**src/hw/rtl/wdt_pkg.sv**
```systemverilog
package wdt_pkg;

  localparam int CNT_W  = 32;
  localparam int DATA_W = 32;
  localparam int OFS_W  = 12;
  localparam int WORD_W = OFS_W - 2;

  localparam logic [DATA_W-1:0] UNLOCK_KEY = 32'h1ACC_E551;

  typedef enum logic [1:0] {
    KIND_TICK  = 2'd0,
    KIND_READ  = 2'd1,
    KIND_WRITE = 2'd2,
    KIND_NONE  = 2'd3
  } kind_t;

  localparam logic [WORD_W-1:0] W_LOAD   = 10'h000;
  localparam logic [WORD_W-1:0] W_VALUE  = 10'h001;
  localparam logic [WORD_W-1:0] W_CTRL   = 10'h002;
  localparam logic [WORD_W-1:0] W_INTCLR = 10'h003;
  localparam logic [WORD_W-1:0] W_RIS    = 10'h004;
  localparam logic [WORD_W-1:0] W_MIS    = 10'h005;
  localparam logic [WORD_W-1:0] W_LOCK   = 10'h300;
  localparam logic [WORD_W-1:0] W_PID0   = 10'h3F8;
  localparam logic [WORD_W-1:0] W_PID1   = 10'h3F9;
  localparam logic [WORD_W-1:0] W_PID2   = 10'h3FA;
  localparam logic [WORD_W-1:0] W_PID3   = 10'h3FB;
  localparam logic [WORD_W-1:0] W_CID0   = 10'h3FC;
  localparam logic [WORD_W-1:0] W_CID1   = 10'h3FD;
  localparam logic [WORD_W-1:0] W_CID2   = 10'h3FE;
  localparam logic [WORD_W-1:0] W_CID3   = 10'h3FF;

  typedef struct packed {
    logic irq;
    logic wd_reset;
  } wdt_status_t;

  function automatic logic [DATA_W-1:0] id_word(input logic [WORD_W-1:0] word);
    logic [DATA_W-1:0] v;
    v = '0;
    unique case (word)
      W_PID0:  v = 32'h05;
      W_PID1:  v = 32'h18;
      W_PID2:  v = 32'h14;
      W_PID3:  v = 32'h00;
      W_CID0:  v = 32'h0D;
      W_CID1:  v = 32'hF0;
      W_CID2:  v = 32'h05;
      W_CID3:  v = 32'hB1;
      default: v = '0;
    endcase
    return v;
  endfunction

endpackage

```
**src/hw/rtl/wdt_core.sv**
```systemverilog
module wdt_core
  import wdt_pkg::*;
(
  input  logic              clk,
  input  logic              rst_n,
  input  logic              step,
  input  kind_t             kind,
  input  logic [OFS_W-1:0]  reg_offset,
  input  logic [DATA_W-1:0] write_data,
  output logic [DATA_W-1:0] read_data,
  output wdt_status_t       status
);

  logic [CNT_W-1:0] load_r, load_nxt;
  logic [CNT_W-1:0] cnt_r, cnt_nxt;
  logic ie_r, ie_nxt;
  logic re_r, re_nxt;
  logic raw_r, raw_nxt;
  logic lock_r, lock_nxt;
  logic flag_r, flag_nxt;
  logic [WORD_W-1:0] word;

  assign word = reg_offset[OFS_W-1:2];

  always_comb begin
    load_nxt = load_r;
    cnt_nxt  = cnt_r;
    ie_nxt   = ie_r;
    re_nxt   = re_r;
    raw_nxt  = raw_r;
    lock_nxt = lock_r;
    flag_nxt = flag_r;
    unique case (kind)
      KIND_TICK: begin
        if (ie_r) begin
          if (cnt_r == '0) begin
            if (raw_r && re_r) begin
              flag_nxt = 1'b1;
            end
            raw_nxt = 1'b1;
            cnt_nxt = load_r;
          end else begin
            cnt_nxt = cnt_r - 1'b1;
          end
        end
      end
      KIND_WRITE: begin
        if (word == W_LOCK) begin
          lock_nxt = (write_data != UNLOCK_KEY);
        end else if (!lock_r) begin
          priority if (word == W_LOAD) begin
            load_nxt = write_data[CNT_W-1:0];
            cnt_nxt  = write_data[CNT_W-1:0];
          end else if (word == W_CTRL) begin
            if (write_data[0] && !ie_r) begin
              cnt_nxt = load_r;
            end
            ie_nxt = write_data[0];
            re_nxt = write_data[1];
          end else if (word == W_INTCLR) begin
            raw_nxt = 1'b0;
            cnt_nxt = load_r;
          end else begin
          end
        end
      end
      KIND_READ, KIND_NONE: begin
      end
      default: begin
      end
    endcase
  end

  always_comb begin
    read_data = '0;
    if (kind == KIND_READ) begin
      unique case (word)
        W_LOAD:  read_data = DATA_W'(load_r);
        W_VALUE: read_data = DATA_W'(cnt_r);
        W_CTRL:  read_data = DATA_W'({re_r, ie_r});
        W_RIS:   read_data = DATA_W'(raw_r);
        W_MIS:   read_data = DATA_W'(raw_r & ie_r);
        W_LOCK:  read_data = DATA_W'(lock_r);
        default: read_data = id_word(word);
      endcase
    end
  end

  assign status.irq      = raw_nxt & ie_nxt;
  assign status.wd_reset = flag_nxt;

  always_ff @(posedge clk) begin
    if (!rst_n) begin
      load_r <= '1;
      cnt_r  <= '1;
      ie_r   <= 1'b0;
      re_r   <= 1'b0;
      raw_r  <= 1'b0;
      lock_r <= 1'b0;
      flag_r <= 1'b0;
    end else if (step) begin
      load_r <= load_nxt;
      cnt_r  <= cnt_nxt;
      ie_r   <= ie_nxt;
      re_r   <= re_nxt;
      raw_r  <= raw_nxt;
      lock_r <= lock_nxt;
      flag_r <= flag_nxt;
    end
  end

endmodule

```
**src/hw/rtl/two_stage_watchdog_timer_unit.sv**
```systemverilog
// Register-mapped two-stage watchdog. Each request is a tick, a register read or a
// register write; it is captured in an input register, processed against the watchdog
// state as it moves on into the output register, and its result (read data, masked
// interrupt and sticky reset request) is held in that output register. One request
// is accepted every clock cycle while results are taken; a stalled output holds one
// result plus one captured request.
module two_stage_watchdog_timer_unit
  import wdt_pkg::*;
(
  input  logic              clk,
  input  logic              rst_n,
  input  logic              in_valid,
  output logic              in_ready,
  input  logic [1:0]        in_kind,
  input  logic [OFS_W-1:0]  in_reg_offset,
  input  logic [DATA_W-1:0] in_write_data,
  output logic              out_valid,
  input  logic              out_ready,
  output logic [DATA_W-1:0] out_read_data,
  output logic              out_irq_out,
  output logic              out_reset_out
);

  logic              in_valid_r;
  kind_t             in_kind_r;
  logic [OFS_W-1:0]  in_ofs_r;
  logic [DATA_W-1:0] in_data_r;
  logic              out_valid_r;
  logic [DATA_W-1:0] rd_r;
  logic              irq_r;
  logic              rst_r;
  logic              advance;
  logic              step;
  logic [DATA_W-1:0] rd_nxt;
  wdt_status_t       status_nxt;

  assign advance  = !out_valid_r || out_ready;
  assign step     = advance && in_valid_r;
  assign in_ready = !in_valid_r || advance;

  wdt_core u_core (
    .clk        (clk),
    .rst_n      (rst_n),
    .step       (step),
    .kind       (in_kind_r),
    .reg_offset (in_ofs_r),
    .write_data (in_data_r),
    .read_data  (rd_nxt),
    .status     (status_nxt)
  );

  always_ff @(posedge clk) begin
    if (!rst_n) begin
      in_valid_r <= 1'b0;
    end else if (in_ready) begin
      in_valid_r <= in_valid;
    end
  end

  always_ff @(posedge clk) begin
    if (in_ready && in_valid) begin
      in_kind_r <= kind_t'(in_kind);
      in_ofs_r  <= in_reg_offset;
      in_data_r <= in_write_data;
    end
  end

  always_ff @(posedge clk) begin
    if (!rst_n) begin
      out_valid_r <= 1'b0;
      irq_r       <= 1'b0;
      rst_r       <= 1'b0;
    end else if (advance) begin
      out_valid_r <= in_valid_r;
      if (in_valid_r) begin
        irq_r <= status_nxt.irq;
        rst_r <= status_nxt.wd_reset;
      end
    end
  end

  always_ff @(posedge clk) begin
    if (step) begin
      rd_r <= rd_nxt;
    end
  end

  assign out_valid     = out_valid_r;
  assign out_read_data = rd_r;
  assign out_irq_out   = irq_r;
  assign out_reset_out = rst_r;

`ifndef ASSERT_OFF
  a_reset_sticky: assert property (@(posedge clk) disable iff (!rst_n)
    out_reset_out |=> out_reset_out)
    else $error("watchdog reset request dropped");

  a_ready_when_drained: assert property (@(posedge clk) disable iff (!rst_n)
    out_ready |-> in_ready)
    else $error("input stalled while output drains");

  a_result_source: assert property (@(posedge clk) disable iff (!rst_n)
    $rose(out_valid_r) |-> $past(in_valid_r))
    else $error("result produced without a captured request");

  a_capture_held: assert property (@(posedge clk) disable iff (!rst_n)
    in_valid_r && !advance |=> in_valid_r && $stable(in_ofs_r) && $stable(in_data_r))
    else $error("captured request lost while stalled");
`endif

endmodule
```
**config.mk**
```make
export PLATFORM = sky130hd
export DESIGN_NAME = two_stage_watchdog_timer_unit
export DESIGN_NICKNAME = d
export VERILOG_FILES = /design/src/hw/rtl/wdt_pkg.sv /design/src/hw/rtl/wdt_core.sv /design/src/hw/rtl/two_stage_watchdog_timer_unit.sv
export SDC_FILE = /design/constraint.sdc
export NUM_CORES = 1
export LEC_CHECK = 0
export BUFFER_PORTS_ARGS = -buffer_cell sky130_fd_sc_hd__buf_2
export CAP_MARGIN = 20
export CORE_ASPECT_RATIO = 0.7
export CORE_MARGIN = 2
export CORE_UTILIZATION = 38
export CTS_BUF_LIST = sky130_fd_sc_hd__clkbuf_4 sky130_fd_sc_hd__clkbuf_8
export DETAILED_ROUTE_END_ITERATION = 8
export GPL_TIMING_DRIVEN = 0
export SYNTH_ARGS = -nofsm -noshare
export SYNTH_HDL_FRONTEND = slang
export SYNTH_SLANG_ARGS = --single-unit
```
**constraint.sdc**
```tcl
create_clock -name clk -period 3.45 [get_ports clk]
set_clock_uncertainty 0.2 [all_clocks]
set_input_delay 0.5175 -clock clk [delete_from_list [all_inputs] [get_ports clk]]
set_output_delay 0.5175 -clock clk [all_outputs]
set_load 0.05 [all_outputs]
```
==> results of run 1 <==
cell type report:
class | count | share of cell area
inverter | 6 | 0.00266
multi-input combinational | 563 | 0.381
tap | 242 | 0.0358
timing repair buffer | 96 | 0.0660
buffer | 56 | 0.0296
clock buffer | 21 | 0.0327
sequential | 148 | 0.440
clock inverter | 11 | 0.0117
cells in the final DEF (no fill, tap or decap), types with 3 or more instances in the layout:
master and count:
a211o_1 4, a21oi_1 38, a22oi_1 29, a31oi_1 13, and3_1 4, buf_2 86
buf_4 4, buf_6 3, clkbuf_1 39, clkbuf_2 8, clkbuf_8 19, clkinv_2 3
dfxtp_1 72, dlygate4sd3_1 8, edfxtp_1 76, inv_1 6, mux2_2 5, mux2i_1 9
nand2_1 79, nand2b_1 6, nand3_1 18, nand4_1 10, nor2_1 124, nor2_2 3
nor2b_1 7, nor3_1 21, nor3b_1 3, nor4_1 22, nor4bb_1 3, o211ai_1 12
o21a_1 4, o21ai_0 57, o22ai_1 4, o311ai_0 3, o32a_1 6, or3_1 7
or4_1 9, xnor2_1 7, xor2_1 14
final timing paths:
kind	start	end	slack (ns)	cells after the start
hold / removal	in_reg_offset[10]	in_ofs_r[10]$_DFFE_PP_	0.03	1
setup / recovery	u_core.cnt_r[8]$_SDFFE_PN1P_	u_core.cnt_r[7]$_SDFFE_PN1P_	0.09	8
hold reg to reg	out_irq_out$_SDFFE_PN0P_	out_irq_out$_SDFFE_PN0P_	0.30	2
setup reg to reg	u_core.cnt_r[8]$_SDFFE_PN1P_	u_core.cnt_r[7]$_SDFFE_PN1P_	0.09	8
metrics by stage:
stage | hold WS [ns] | util | worst slack, ns | total power [mW] | instances
2_1_floorplan | 0.265 | - | 0.324 | 2.12 | 773
3_3_place_gp | 0.282 | 0.422 | -0.565 | 2.21 | 1098
3_5_place_dp | 0.284 | 0.425 | -0.378 | 2.21 | 1100
4_1_cts | 0.0101 | 0.446 | 0.0478 | 3.52 | 1133
5_1_grt | 0.00102 | 0.452 | 0.00100 | 3.64 | 1143
6_report | 0.0317 | 0.452 | 0.0933 | 3.51 | 1143
per-layer routing:
layer,vias to the layer above,global-route usage
met5,-,0
met4,0,0.0577
met3,25,0.0837
met2,346,0.262
met1,2967,0.373
li1,3098,-
flip-flops by register name, indices dropped and copies added, names as in the netlist:
signal / flops
in_data_r: 32
out_read_data: 32
u_core.load_r: 32
u_core.re_r: 1
out_valid: 1
u_core.lock_r: 1
in_kind_r: 2
in_ofs_r: 10
u_core.ie_r: 1
out_irq_out: 1
in_valid_r: 1
u_core.cnt_r: 32
u_core.raw_r: 1
out_reset_out: 1
what timing repair did:
item	in CTS	in global routing
resized for setup	4	13
hold endpoints to repair	0	8
endpoints found under the setup margin	59	58
hold buffers	0	8
setup buffers	1	2
pin swaps	1	2
worst max-delay path, stage by stage, from the launching register on:
cell,delay (ns)
dfxtp_1,0.30
clkbuf_1,0.18
nor4_1,0.66
nand4_1,0.48
or4_4,0.54
buf_6,0.16
mux2_2,0.26
o21ai_0,0.31
nand3_1,0.11
kinds of logic after synthesis:
group,share of synthesized area
buffers and inverters,0.0366
DFF,0.518
AOI/OAI and AO/OA,0.174
xor gates and xnor gates,0.0256
adders and majority gates,0.00174
muxes,0.0204
and+or+nand+nor,0.223
report_power, final:
part | switching [mW] | internal (mW)
registers | 0.0516 | 1.90
logic | 0.153 | 0.0802
clock network | 0.695 | 0.626
==> impl_metrics.tcl, run 1 <==
set metrics [dict create \
    run_status "completed" \
    first_pass_iters 8 \
    coreArea_um2 18700 \
    wl_met2_um 8030 \
    grt_pass1_vias 5645 \
    timing.critical_path.arrival_ns 3.47 \
    groute.usage.overall 0.226 \
    drive_gt1_frac 0.173 \
    vias 6436 \
    cts.path.max_buffers 2 \
    crit_required_ns 3.56 \
    powerDensity_nw_per_um2 415 \
    placementRows 42 \
    synth-edff-count 76 \
    clock-root-buffer "clkbuf_8" \
    drcViolationCount 0 \
    syn_area_um2 7180 \
    top_layer "met4" \
    diodes 0 \
    ys.flop_type "edfxtp_1" \
    ys_warn_count 0 \
    synthToLayoutAreaGrowth_pct 17.7 \
    post_drt_wl_per_cell_um 19.8 \
    routed_via_density 5.63 \
    synth_top_area_frac 0.318 \
    drv_slew 0 \
    cts.htree.levels 4 \
    max_slew_margin 0.376 \
    cp-start-kind "register" \
    worst_slew_pin_slew_ns 0.929 \
    synth-seq-area-share 0.518 \
    tritoncts "built" \
    clkLatencyLatePin_ns 0.46 \
    worstSetupPathType "register to register" \
    placed_cell_area_um2 7950 \
    final_nets 939 \
    end_kind "register" \
    drt_iter0_drc 932 \
    multi_input_area_um2 3230 \
    die_area_um2 20000 \
    antenna_found_initial 0 \
    regArea_um2 3720 \
    min_path_type "input pin to register" \
    syn_area_per_cell_um2 9.29 \
    wl_um 22600 \
    async_flop_share 0 \
    p_leak_nw 3.02 \
    grt_first_pass_wirelength_um 34100 \
    gp_congestion 0.941 \
    path_max_fanout 8 \
    cts_buffers 17 \
    synth.most_common_cell "nor2_1" \
    globalRouteOverflowTotal 0 \
    period_share 0.973 \
    num_io_pins 86 \
    vdd_drop_max_mv 0.296 \
    netlist_instances 773 \
    setup_viol 0 \
    die_y_um 119 \
    port_buffers 83 \
    syn-num-nets 824 \
    finalHoldViolCount 0 \
    cap_violations 0 \
    setup_tns_ns 0 \
    initial_core_util 0.384 \
    grt_max_degree 35 \
    dp_hpwl_um 16700 \
    period_needed_ns 3.36 \
    drtAntennaViolNets 0 \
    yosys-top-cells-count "125 x nor2_1, 79 x nand2_1, 76 x edfxtp_1" \
    ys_ff_latch 148 \
    synthTopCellsByArea "edfxtp_1 32%, dfxtp_1 20%, nor2_1 6.5%, nand2_1 4.1%, o21ai_0 4.0%" \
    wl_met1_um 11200 \
    max_freq_mhz 298 \
    rsz0062_at_grt "false" \
    fillers 1843 \
    finalInstanceArea_um2 8460 \
    cts.clk_slew.worst_paths_ns 0.09 \
    yosys.area.top_type "edfxtp_1" \
    wl_met3_um 3000 \
    cts_sinks 148 \
    die_w_um 168 \
    synth_cell_types 62 \
]
Power figures use the tool's default switching activity.
==> run 2: changes to the inputs <==
--- a/config.mk
+++ b/config.mk
@@ -10,9 +10,10 @@
 export CORE_ASPECT_RATIO = 0.7
 export CORE_MARGIN = 2
 export CORE_UTILIZATION = 38
-export CTS_BUF_LIST = sky130_fd_sc_hd__clkbuf_4 sky130_fd_sc_hd__clkbuf_8
+export CTS_BUF_LIST = sky130_fd_sc_hd__clkbuf_4
 export DETAILED_ROUTE_END_ITERATION = 8
 export GPL_TIMING_DRIVEN = 0
+export PLACE_DENSITY_LB_ADDON = 0.05
 export SYNTH_ARGS = -nofsm -noshare
 export SYNTH_HDL_FRONTEND = slang
 export SYNTH_SLANG_ARGS = --single-unit
==> constraint.sdc (replaced) <==
create_clock -name clk -period 3.6 [get_ports clk]
set_clock_uncertainty 0.2 [all_clocks]
set_input_delay 0.54 -clock clk [delete_from_list [all_inputs] [get_ports clk]]
set_output_delay 0.54 -clock clk [all_outputs]
set_load 0.05 [all_outputs]
==> run 2 against run 1 <==
  * First-iteration DRC count down 7.6%
  * Critical path type unchanged
  * Wire length is 12% higher
  * Die area is the same
  * Sequential power decreased by 4%
  * Maximum frequency decreased by 1.9%
  * Worst setup slack improved by 0.085 ns
  * Clock-buffer cell count fell by 4
  * Clock power fell by 11%
  * Total power is 5.6% lower
  * Non-clock buffer count is 43 higher
  * Utilization is 1.9 points higher
==> impl_metrics.tcl, run 2 (synthesis gave the netlist of run 1 again) <==
set metrics [dict create \
    num_io_pins 86 \
    post_drt_wl_per_cell_um 21.3 \
    placementRows 42 \
    crit_required_ns 3.92 \
    setup_viol 0 \
    holdWs_ns 0.118 \
    initial_core_util 0.384 \
    mostFrequentLayoutCell "nor2_1" \
    path_cells "clkbuf_1 -> or4_1 -> clkbuf_1 -> nor4_4 -> buf_4 -> buf_4 -> clkbuf_1 -> nand2_1 -> a21oi_1 -> a21oi_1 -> nand3_1" \
    cap_violations 0 \
    worstSetupPathType "register to register" \
    path_max_fanout 10 \
    slowest_delay_ns 0.55 \
    run_status "completed" \
    r2r-end "u_core.cnt_r[9]$_SDFFE_PN1P_" \
    globalRouteOverflowTotal 0 \
    worst_slew_pin_slew_ns 1.12 \
    clkLatencyLatePin_ns 0.58 \
    dp_cells 1100 \
    cts.path.max_buffers 2 \
    hold_start "out_ready" \
    wl_um 25300 \
    port_buffers 83 \
    max_freq_mhz 292 \
    hold_depth 3 \
    end_kind "register" \
    vias 6792 \
    min_path_type "input pin to register" \
    groute.usage.overall 0.259 \
    timing.critical_path.arrival_ns 3.74 \
    p_leak_nw 3.17 \
    dp_hpwl_um 18600 \
    cts.htree.levels 4 \
    crit_top_cell "clkbuf_1" \
    grt_first_pass_wirelength_um 38300 \
    whs_endpoint "out_valid$_SDFFE_PN0P_" \
    max_slew_margin 0.249 \
    r2r_start "in_ofs_r[4]$_DFFE_PP_" \
    routed_via_density 5.72 \
    grt_pass1_vias 6205 \
    die_y_um 119 \
    period_share 0.950 \
    tritoncts "built" \
    grt_max_degree 45 \
    die_w_um 168 \
    setup_tns_ns 0 \
    vdd_drop_max_mv 0.208 \
    drv_slew 0 \
    powerDensity_nw_per_um2 376 \
    die_area_um2 20000 \
    critPathSlowestCell "or4_1" \
    drt_iter0_drc 861 \
    coreArea_um2 18700 \
    gp_congestion 0.936 \
    drive_gt1_frac 0.169 \
    reg2regPathDepth 11 \
    first_pass_iters 8 \
    synthToLayoutAreaGrowth_pct 22.6 \
    finalHoldViolCount 0 \
    antenna_found_initial 1 \
    fin_cells 1187 \
    r2r_setup_slack_ns 0.18 \
    finalWorstSetupSlack_ns 0.178 \
    cts_buffers 17 \
    clock-root-buffer "clkbuf_4" \
    drtAntennaViolNets 0 \
    cp-start-kind "register" \
    period_needed_ns 3.42 \
    mostFrequentLayoutCells "125 x nor2_1, 87 x buf_2, 79 x nand2_1, 76 x edfxtp_1, 72 x dfxtp_1" \
    final_nets 982 \
    rsz0062_at_grt "false" \
    drcViolationCount 0 \
    cts_sinks 148 \
    cts.clk_slew.worst_paths_ns 0.14 \
    place_ws_ns -0.425 \
]
[run 2: cell types whose count changed in the layout (fill, tap and decap cells not counted), sizes merged, moves of 3 or more]
cell	delta
inv	+3
clkbuf	-4
buf	+6
dlygate4sd3	+37
[run 2: area by class of cell]
type	count	area (um2)
fill	1821	9900
sequential	148	3720
multi-input combinational	563	3230
timing repair buffer	139	966
tap	242	303
buffer	56	248
clock inverter	15	189
clock buffer	17	128
inverter	6	22.5
antenna	1	2.50
[run 2: power breakdown]
group          switching (mW)  internal (mW)
Clock                   0.728          0.444
Sequential             0.0509           1.83
Combinational           0.160          0.102
Total                   0.939           2.37
[run 2: worst max-delay path by stage]
stage | startpoint | end | slack (ns) | cells after the start
after CTS | in_ofs_r[4]$_DFFE_PP_ | u_core.cnt_r[21]$_SDFFE_PN1P_ | 0.05 | 8
after global placement | out_ready | u_core.load_r[4]$_SDFFE_PN1P_ | -0.64 | 9
after global routing | in_ofs_r[4]$_DFFE_PP_ | out_read_data[31]$_SDFFCE_PP0P_ | 0.02 | 7
after floorplan | out_valid$_SDFFE_PN0P_ | u_core.load_r[10]$_SDFFE_PN1P_ | 0.47 | 8
final | in_ofs_r[4]$_DFFE_PP_ | u_core.cnt_r[9]$_SDFFE_PN1P_ | 0.18 | 11
after detailed placement | in_ofs_r[4]$_DFFE_PP_ | out_read_data[6]$_SDFFCE_PP0P_ | -0.42 | 8
[run 2: metrics by stage]
stage                      util  area (um2)  power, mW
after floorplan               -        7180       2.03
after global placement    0.422        7900       2.12
after detailed placement  0.424        7940       2.13
after CTS                 0.468        8760       3.32
after global routing      0.471        8810       3.44
final                     0.471        8810       3.31
[run 2: repair_timing]
item                                    4_1_cts  5_1_grt
hold endpoints to repair                     45        0
gates resized for setup                       5        8
setup buffers                                 4        5
pin swaps                                     1        2
hold buffers                                 45        0
endpoints found under the setup margin       56       46
[run 2: critical path: cells and delay by family (launching register included)]
family,cells,cell delay [ns]
buf+inv,5,1.24
simple gates,4,1.05
compound gates,2,0.48
flops,1,0.38
[run 2: layer usage]
layer | part of all wire | global-route usage | vias up
met3 | 0.10 | 0.0658 | 18
met4 | 0.011 | 0.0544 | 0
li1 | - | - | 3195
met1 | 0.50 | 0.423 | 3240
met5 | 0 | 0 | -
met2 | 0.38 | 0.333 | 339
==> run 3: changes to the inputs <==
--- a/config.mk
+++ b/config.mk
@@ -14,6 +14,7 @@
 export DETAILED_ROUTE_END_ITERATION = 8
 export GPL_TIMING_DRIVEN = 0
 export PLACE_DENSITY_LB_ADDON = 0.05
+export SETUP_SLACK_MARGIN = 0.3
 export SYNTH_ARGS = -nofsm -noshare
 export SYNTH_HDL_FRONTEND = slang
 export SYNTH_SLANG_ARGS = --single-unit
==> run 3 against run 2 <==
  * Maximum frequency increased by 5.9%
  * Hold slack got worse by 0.00064 ns
  * Sequential share of layout area decreased by 0.085 points
  * Final area increased by 0.27%
  * Via count decreased by 0.21%
  * Register-to-register slack improved by 0.19 ns
  * Combinational power about the same
  * Clock-buffer cell count unchanged
  * Sequential cell count unchanged
  * Cell count decreased by 0.17%
  * Sequential power about the same
==> impl_metrics.tcl, run 3 (synthesis gave the netlist of run 1 again) <==
set metrics [dict create \
    die_y_um 119 \
    period_share 0.897 \
    timing.critical_path.arrival_ns 3.49 \
    max_freq_mhz 310 \
    antenna_found_initial 1 \
    powerDensity_nw_per_um2 374 \
    worst_slew_pin_slew_ns 0.993 \
    path_max_fanout 10 \
    vdd_drop_max_mv 0.208 \
    initial_core_util 0.384 \
    multi_input_area_um2 3250 \
    placementRows 42 \
    drv_slew 0 \
    cts_buffers 17 \
    mostFrequentLayoutCells "124 x nor2_1, 89 x buf_2, 79 x nand2_1, 76 x edfxtp_1, 70 x dfxtp_1" \
    rsz0062_at_grt "true" \
    drtAntennaViolNets 0 \
    worstSetupPathType "register to register" \
    synthToLayoutAreaGrowth_pct 23.0 \
    drcViolationCount 0 \
    r2r_setup_slack_ns 0.37 \
    run_status "completed" \
    dp_hpwl_um 18600 \
    setup_tns_ns 0 \
    vias 6778 \
    setup_viol 0 \
    gp_congestion 0.936 \
    drive_gt1_frac 0.184 \
    regArea_um2 3730 \
    dp_cells 1100 \
    die_area_um2 20000 \
    post_drt_wl_per_cell_um 21.5 \
    cts.clk_slew.worst_paths_ns 0.14 \
    reg2regPathDepth 10 \
    period_needed_ns 3.23 \
    p_leak_nw 3.19 \
    cts.path.max_buffers 2 \
    routed_via_density 5.72 \
    max_slew_margin 0.338 \
    crit_top_cell "o21ai_0" \
    hold_depth 3 \
    coreArea_um2 18700 \
    grt_pass1_vias 6212 \
    clock-root-buffer "clkbuf_4" \
    globalRouteOverflowTotal 0 \
    cap_violations 0 \
    hold_start "out_ready" \
    fillers 1814 \
    finalPower_mw 3.31 \
    critPathSlowestCell "or4_1" \
    end_kind "register" \
    holdWs_ns 0.118 \
    mostFrequentLayoutCell "nor2_1" \
    cp-start-kind "register" \
    cts_sinks 148 \
    slowest_delay_ns 0.53 \
    cts.htree.levels 4 \
    path_cells "clkbuf_2 -> or4_1 -> clkbuf_1 -> nor4_4 -> buf_4 -> clkbuf_4 -> mux2i_1 -> o21ai_0 -> a21oi_1 -> o21ai_0" \
    grt_first_pass_wirelength_um 38400 \
    first_pass_iters 5 \
    tritoncts "built" \
    clkLatencyLatePin_ns 0.58 \
    wl_um 25400 \
    fin_cells 1185 \
    crit_required_ns 3.86 \
    port_buffers 83 \
    r2r_start "in_ofs_r[4]$_DFFE_PP_" \
    drt_iter0_drc 844 \
    min_path_type "input pin to register" \
    num_io_pins 86 \
    groute.usage.overall 0.259 \
    final_nets 980 \
    grt_max_degree 45 \
    finalHoldViolCount 0 \
    die_w_um 168 \
    r2r-end "u_core.cnt_r[13]$_SDFFE_PN1P_" \
    whs_endpoint "out_valid$_SDFFE_PN0P_" \
]
-- run 3: through the flow --
step | utilization | cell area (um2) | setup WS [ns]
after CTS | 0.471 | 8800 | 0.237
after floorplan | - | 7180 | 0.474
after global routing | 0.472 | 8830 | 0.271
after detailed placement | 0.424 | 7940 | -0.425
after global placement | 0.422 | 7900 | -0.635
final | 0.472 | 8830 | 0.370
-- run 3: repair_timing --
item                                   CTS  global route
pin swaps                                4             0
hold buffers                            45             0
setup endpoints to repair               95            86
cloned                                   0             0
setup buffers                            8             0
gates resized for setup                 12            23
endpoints found under the hold margin   45             0
-- run 3: final cells by class --
type,count,area share
Sequential cell,148,0.422
Clock buffer,17,0.0144
Antenna cell,1,0.000283
Multi-Input combinational cell,563,0.367
Inverter,6,0.00255
Buffer,55,0.0293
Tap cell,242,0.0343
Timing Repair Buffer,138,0.108
Clock inverter,15,0.0214
-- run 3: worst max-delay path by stage --
stage / slack [ns] / end / cells after the start / startpoint
after detailed placement: -0.42 / out_read_data[6]$_SDFFCE_PP0P_ / 8 / in_ofs_r[4]$_DFFE_PP_
after CTS: 0.24 / u_core.cnt_r[14]$_SDFFE_PN1P_ / 9 / in_ofs_r[4]$_DFFE_PP_
after floorplan: 0.47 / u_core.load_r[10]$_SDFFE_PN1P_ / 8 / out_valid$_SDFFE_PN0P_
after global placement: -0.64 / u_core.load_r[4]$_SDFFE_PN1P_ / 9 / out_ready
after global routing: 0.27 / u_core.cnt_r[14]$_SDFFE_PN1P_ / 9 / in_ofs_r[4]$_DFFE_PP_
final: 0.37 / u_core.cnt_r[13]$_SDFFE_PN1P_ / 10 / in_ofs_r[4]$_DFFE_PP_
-- run 3: layer usage --
metal	share of wire	wire [um]	global-route usage	vias up
met5	0	0	0	-
met4	0.011	275	0.0539	0
met3	0.10	2590	0.0615	21
met2	0.38	9760	0.333	335
met1	0.50	12800	0.427	3238
li1	-	-	-	3184
-- run 3: worst max-delay path, delay by kind of cell, from the launching register on --
kind	cells	cell delay (ns)
buffers and inverters	4	0.88
multiplexers	1	0.25
AND/OR/NAND/NOR	2	0.83
AO/OA/AOI/OAI	3	0.55
flip-flops	1	0.40
-- run 3: power breakdown --
| part | internal [mW] | switching, mW | leakage, nW |
|---|---|---|---|
| Sequential | 1.83 | 0.0515 | 1.34 |
| Clock | 0.444 | 0.722 | 0.167 |
| Combinational | 0.102 | 0.161 | 1.68 |
| Total | 2.37 | 0.935 | 3.19 |
